### config.mk
export PLATFORM = sky130hd
export DESIGN_NAME = ftg_div
export DESIGN_NICKNAME = d
export VERILOG_FILES = /design/src/rtl/ftg_pkg.sv /design/src/rtl/ftg_div.sv
export SDC_FILE = /design/constraint.sdc
export NUM_CORES = 2
export LEC_CHECK = 0
export BUFFER_PORTS_ARGS = -buffer_cell sky130_fd_sc_hd__buf_4
export CAP_MARGIN = 5
export CORE_MARGIN = 5
export CORE_UTILIZATION = 44
export CTS_BUF_LIST = sky130_fd_sc_hd__clkbuf_16
export DETAILED_ROUTE_END_ITERATION = 10
export PLACE_DENSITY_LB_ADDON = 0.15
export SKIP_LAST_GASP = 1
export SYNTH_ARGS = -nofsm -noshare
export SYNTH_HDL_FRONTEND = slang
export SYNTH_SLANG_ARGS = --single-unit
### constraint.sdc
create_clock -name clk -period 5.2 [get_ports clk]
set_input_delay 1.04 -clock clk [delete_from_list [all_inputs] [get_ports clk]]
set_output_delay 1.04 -clock clk [all_outputs]
set_load 0.05 [all_outputs]
### src/rtl/ftg_pkg.sv
// Types and constants shared by the fall-time-to-ground pipeline.
// No dependencies.
package ftg_pkg;

    localparam int SQRT_STAGES = 32;
    localparam int QBITS       = 15;
    localparam int NUM_W       = 66;
    localparam int LATENCY     = 3 + SQRT_STAGES + QBITS + 3;

    localparam logic signed [15:0] STEPS_MAX = 16'sd32767;

    typedef struct packed {
        logic signed [31:0] height;
        logic signed [31:0] velocity;
        logic signed [31:0] terminal_speed;
        logic signed [31:0] accel;
    } ftg_in_t;

    typedef struct packed {
        logic signed [15:0] steps;
        logic               rejected;
    } ftg_out_t;

    // per-item data carried alongside the square root
    typedef struct packed {
        logic               rej;
        logic               use_a;
        logic               tvz;
        logic [NUM_W-1:0]   num_a;
        logic [NUM_W-1:0]   den_a;
        logic signed [31:0] velocity;
        logic [31:0]        g;
    } ftg_side_t;

endpackage

### src/rtl/ftg_div.sv
// Operand select, saturating restoring divider (one quotient bit per stage)
// and result register. Depends on ftg_pkg.
module ftg_div (
    input  logic               clk,
    input  logic               rst_n,
    input  logic               in_valid,
    input  logic [31:0]        root,
    input  logic [63:0]        remainder,
    input  ftg_pkg::ftg_side_t side,
    output logic               done,
    output ftg_pkg::ftg_out_t  result
);
    import ftg_pkg::*;

    localparam int CW = NUM_W + QBITS;

    // select stage
    logic             sv_reg, sr_reg, sf_reg;
    logic [NUM_W-1:0] snum_reg, sden_reg;

    logic [33:0]      f2;
    logic [35:0]      x;
    logic [NUM_W-1:0] num_next, den_next;

    always_comb
    begin
        f2 = {1'b0, root, 1'b0} + 34'(remainder > 64'(root));
        x  = 36'(f2) + {{3{side.velocity[31]}}, side.velocity, 1'b0} + 36'(side.g);
        if (side.use_a)
        begin
            num_next = side.num_a;
            den_next = side.den_a;
        end
        else
        begin
            num_next = (!x[35] && x != 36'd0) ? NUM_W'(x) : '0;
            den_next = NUM_W'({side.g, 1'b0});
        end
    end

    // division stages: index 0 is the saturation check
    logic             val_reg [0:QBITS];
    logic             rej_reg [0:QBITS];
    logic             sat_reg [0:QBITS];
    logic [NUM_W-1:0] rem_reg [0:QBITS];
    logic [NUM_W-1:0] den_reg [0:QBITS];
    logic [QBITS-1:0] q_reg   [0:QBITS];

    always_ff @(posedge clk or negedge rst_n)
    begin
        if (!rst_n)
        begin
            sv_reg     <= 1'b0;
            val_reg[0] <= 1'b0;
        end
        else
        begin
            sv_reg     <= in_valid;
            val_reg[0] <= sv_reg;
        end
    end

    always_ff @(posedge clk)
    begin
        sr_reg     <= side.rej;
        sf_reg     <= side.use_a & side.tvz;
        snum_reg   <= num_next;
        sden_reg   <= den_next;
        rej_reg[0] <= sr_reg;
        sat_reg[0] <= sf_reg | ({QBITS'(0), snum_reg} >= {sden_reg, QBITS'(0)});
        rem_reg[0] <= snum_reg;
        den_reg[0] <= sden_reg;
        q_reg[0]   <= '0;
    end

    for (genvar j = 0; j < QBITS; j++)
    begin : g_stage
        localparam int SH = QBITS - 1 - j;
        logic [CW-1:0]    trial;
        logic             take;
        logic [NUM_W-1:0] rem_next;
        logic [QBITS-1:0] q_next;

        always_comb
        begin
            trial    = CW'(den_reg[j]) << SH;
            take     = CW'(rem_reg[j]) >= trial;
            rem_next = take ? NUM_W'(CW'(rem_reg[j]) - trial) : rem_reg[j];
            q_next   = q_reg[j];
            q_next[SH] = take;
        end

        always_ff @(posedge clk or negedge rst_n)
        begin
            if (!rst_n)
                val_reg[j+1] <= 1'b0;
            else
                val_reg[j+1] <= val_reg[j];
        end

        always_ff @(posedge clk)
        begin
            rej_reg[j+1] <= rej_reg[j];
            sat_reg[j+1] <= sat_reg[j];
            rem_reg[j+1] <= rem_next;
            den_reg[j+1] <= den_reg[j];
            q_reg[j+1]   <= q_next;
        end
    end

    logic     done_reg;
    ftg_out_t res_reg;
    ftg_out_t res_next;

    always_comb
    begin
        res_next.rejected = rej_reg[QBITS];
        if (rej_reg[QBITS])
            res_next.steps = 16'sd0;
        else if (sat_reg[QBITS])
            res_next.steps = STEPS_MAX;
        else
            res_next.steps = signed'({1'b0, q_reg[QBITS]});
    end

    always_ff @(posedge clk or negedge rst_n)
    begin
        if (!rst_n)
            done_reg <= 1'b0;
        else
            done_reg <= val_reg[QBITS];
    end

    always_ff @(posedge clk)
    begin
        res_reg <= res_next;
    end

    assign done   = done_reg;
    assign result = res_reg;

endmodule

==> results.sh <==
export IMPL_drt_total_wl_um=321800
export IMPL_crit_path_start="remainder[1]"
export IMPL_yosys_most_used_dff="dfxtp_1"
export IMPL_grt_remaining_overflow=0
export IMPL_vdd_drop_max_mv=0.3425
export IMPL_worstHoldStart="in_valid"
export IMPL_maxCapViolCount=0
export IMPL_io_buffers=314
export IMPL_grt_max_degree=88
export IMPL_async_flop_share=0.007826
export IMPL_end_kind="register"
export IMPL_syn_area_um2=112800
export IMPL_synth_seq_area_share=0.4090
export IMPL_grt_setup_unrepaired="yes"
export IMPL_h_tree_depth=5
export IMPL_hold_violations=0
export IMPL_leakage_nw=59.65
export IMPL_vias=86833
export IMPL_grt_first_pass_wirelength_um=500700
export IMPL_ios=316
export IMPL_nets=14021
export IMPL_firstDrtPassIters=6
export IMPL_vias_per_cell=5.343
export IMPL_relSlewSlack=0.2571
export IMPL_period_minus_slack_ns=5.195
export IMPL_n_fill_cell=23554
export IMPL_total_power_w=0.07135
export IMPL_yosysTopAreaCellShare=0.4050
export IMPL_path_class="input pin to register"
export IMPL_cts_clk_slew_worst_paths_ns=0.06
export IMPL_yosys_warnings=0
export IMPL_cts_sinks=2300
export IMPL_seqCellArea_um2=46140
export IMPL_syn_num_nets=13563
export IMPL_worstSkewPairLatency_ns=0.94
export IMPL_pwr_density_cell_nw_per_um2=552.0
export IMPL_cp_max_fo=7
export IMPL_hold_class="input pin to register"
export IMPL_grt_antenna_before_repair=20
export IMPL_syn_inst=12215
export IMPL_core_um2=254600
export IMPL_wl_per_cell_um=19.80
export IMPL_start_kind="input pin"
export IMPL_outcome="finished, final reports clean"
export IMPL_avgSynthCellArea_um2=9.234
export IMPL_max_freq_ghz=0.1925
export IMPL_maxSlewViolCount=0
export IMPL_reg2reg_from="rem_reg[1][77]"
export IMPL_arrival_ns=5.92
export IMPL_synth_edf_count=0
export IMPL_clock_skew_ns=0.08910
export IMPL_drive_gt1_frac=0.1238
export IMPL_fp_dieH_um=516.3
export IMPL_synth_area_leaders="dfxtp_1, ha_1, mux2_2"
export IMPL_gp_congestion=0.9589
export IMPL_root_buffer="clkbuf_16"
export IMPL_drcViolationCount=0
export IMPL_worst_slew_pin_slew_ns=1.103
export IMPL_finalSetupViolations=0
export IMPL_start_util=0.4430
export IMPL_yosys_area_top_type="dfxtp_1"
export IMPL_ctsLongestPathBuffers=4
export IMPL_fin_crit_sh=0.9991
export IMPL_cts_buffers=276
export IMPL_setup_tns_ns=0
export IMPL_cts_tree="done"
export IMPL_hpwl_um=262000
export IMPL_post_route_util=0.5077
export IMPL_dieArea_um2=266600
export IMPL_synth_cell_type_count=106
export IMPL_fin_cells=16253
export IMPL_dpl_cell_count=15756
export IMPL_crit_required_ns=5.93
export IMPL_core_rowCount=185
export IMPL_grt_total_usage=0.2362
export IMPL_dieWidth_um=516.3
export IMPL_dr_first_iter_drc_count=4842
export IMPL_grt_pass1_vias=90378
export IMPL_multiInputGateArea_um2=60840
export IMPL_synth_seq_cells=2300
export IMPL_drtAntennaViolNets=0
export IMPL_syn2layout_area_growth_pct=14.61
cells in the mapped netlist (all sizes together) (26+ instances only):
| cell type | count |
|---|---|
| a21boi | 38 |
| o21a | 129 |
| nor4 | 84 |
| and4 | 29 |
| mux2i | 43 |
| nand4 | 240 |
| xnor2 | 456 |
| buf | 92 |
| and2 | 127 |
| a221oi | 27 |
| o211ai | 53 |
| ha | 1004 |
| a211oi | 80 |
| nor3 | 137 |
| o21bai | 134 |
| inv | 1197 |
| fa | 46 |
| o31ai | 105 |
| xor2 | 289 |
| nor2b | 126 |
| nor2 | 537 |
| nand2b | 104 |
| o21ai | 723 |
| nand3 | 200 |
| a21o | 588 |
| and3 | 97 |
| a31o | 26 |
| or3 | 31 |
| o41ai | 28 |
| nand2 | 838 |
| a21oi | 973 |
| a31oi | 122 |
| clkbuf | 312 |
| mux2 | 526 |
| dfxtp | 2282 |
metal layers:
metal | up-vias | part of all wire | GRT usage
met1 | 40140 | 0.40 | 0.2586
met5 | - | 0.00046 | 0
met4 | 18 | 0.080 | 0.1611
li1 | 43739 | - | -
met3 | 890 | 0.038 | 0.03587
met2 | 2046 | 0.48 | 0.4209
power breakdown:
group	internal [W]	switching, W	total, W
clock	0.0113	0.00733	0.0187
sequential	0.0208	0.00190	0.0227
combinational	0.0131	0.0168	0.0300
cell families (layout without fill, tap and decap cells):
kind of cell             after synthesis  in the layout  share of synthesized area
buffers and inverters               1602           2252                    0.05511
AO/OA/AOI/OAI                       3286           3286                     0.1859
multiplexers                         569            569                    0.05696
flip-flops                          2300           2300                     0.4090
XOR/XNOR                             745            745                    0.05785
AND/OR/NAND/NOR                     2662           2662                     0.1156
other                                  1             23                 0.00003325
adder cells (fa/ha/maj)             1050           1050                     0.1195
placed cells by master, fill, tap and decap left out, types with 96 or more instances in the layout:
cell type and n:
and3_1 96, clkbuf_16 281, xnor2_1 455, buf_4 553
a21o_1 588, o21a_1 129, nor3_1 134, mux2_2 460
inv_1 1231, a31oi_1 120, ha_1 1000, xor2_1 288
o21bai_1 133, o21ai_0 694, nand2_1 838, a21oi_1 968
dfxtp_1 2280, nand2b_1 104, nor2_1 535, nand4_1 240
o31ai_1 98, nor2b_1 124, nand3_1 200, and2_1 125
worst max-delay path, cell delays in order:
cell	delay (ns)
buf_6	0.10
ha_4	0.22
nor2b_4	0.11
o21a_1	0.17
o21a_1	0.16
o21a_1	0.17
o21a_1	0.16
o21a_1	0.16
o21a_1	0.18
o21ai_2	0.15
nand2_1	0.08
a211oi_2	0.29
o21ai_2	0.11
ha_2	0.20
ha_4	0.16
inv_2	0.06
fa_2	0.23
nor2b_4	0.05
o21bai_4	0.14
a2111oi_4	0.11
nor4_4	0.42
o2111a_2	0.30
o31ai_4	0.09
a31o_2	0.28
a21oi_4	0.22
xnor2_4	0.22
clkbuf_16	0.24
o31ai_1	0.08
layout make-up:
| type | instances | share of cell area |
|---|---|---|
| multi-input cells | 8313 | 0.4707 |
| flip-flops and latches | 2300 | 0.3569 |
| clock buffers | 279 | 0.05401 |
| repair buffers | 584 | 0.03674 |
| inverters | 1198 | 0.03482 |
| well taps | 3366 | 0.03258 |
| clock inverters | 191 | 0.01388 |
| diodes | 22 | 0.0004259 |
what timing repair did:
| action | CTS | global route |
|---|---|---|
| gates cloned | 0 | 2 |
| endpoints found under the hold margin | 18 | 0 |
| buffers inserted | 0 | 3 |
| setup endpoints to repair | 12 | 35 |
| pin swaps | 2 | 7 |
| resized for setup | 4 | 25 |
| hold buffers | 1 | 0 |
worst paths after layout:
kind                             endpoint  slack, ns  cells past startpoint
max                          snum_reg[26]      0.005                     28
min                                sv_reg       0.21                      1
max reg2reg                rem_reg[2][15]       0.43                     15
min reg2reg                  q_reg[1][64]       0.30                      0
max in group asynchronous     val_reg[14]       4.48                      2
min in group asynchronous            done       0.51                      2
through the flow:
stage / setup slack [ns] / instance area, um^2 / hold WS, ns
finish: 0.004652 / 129300 / 0.2139
global route: -0.1060 / 129300 / 0.1435
CTS: 0.01227 / 129000 / 0.1268
detailed placement: -1.079 / 120200 / 0.3120
global placement: -1.016 / 120200 / 0.3097
floorplan: -0.07659 / 112900 / 0.3096
Power figures use the tool's default switching activity.
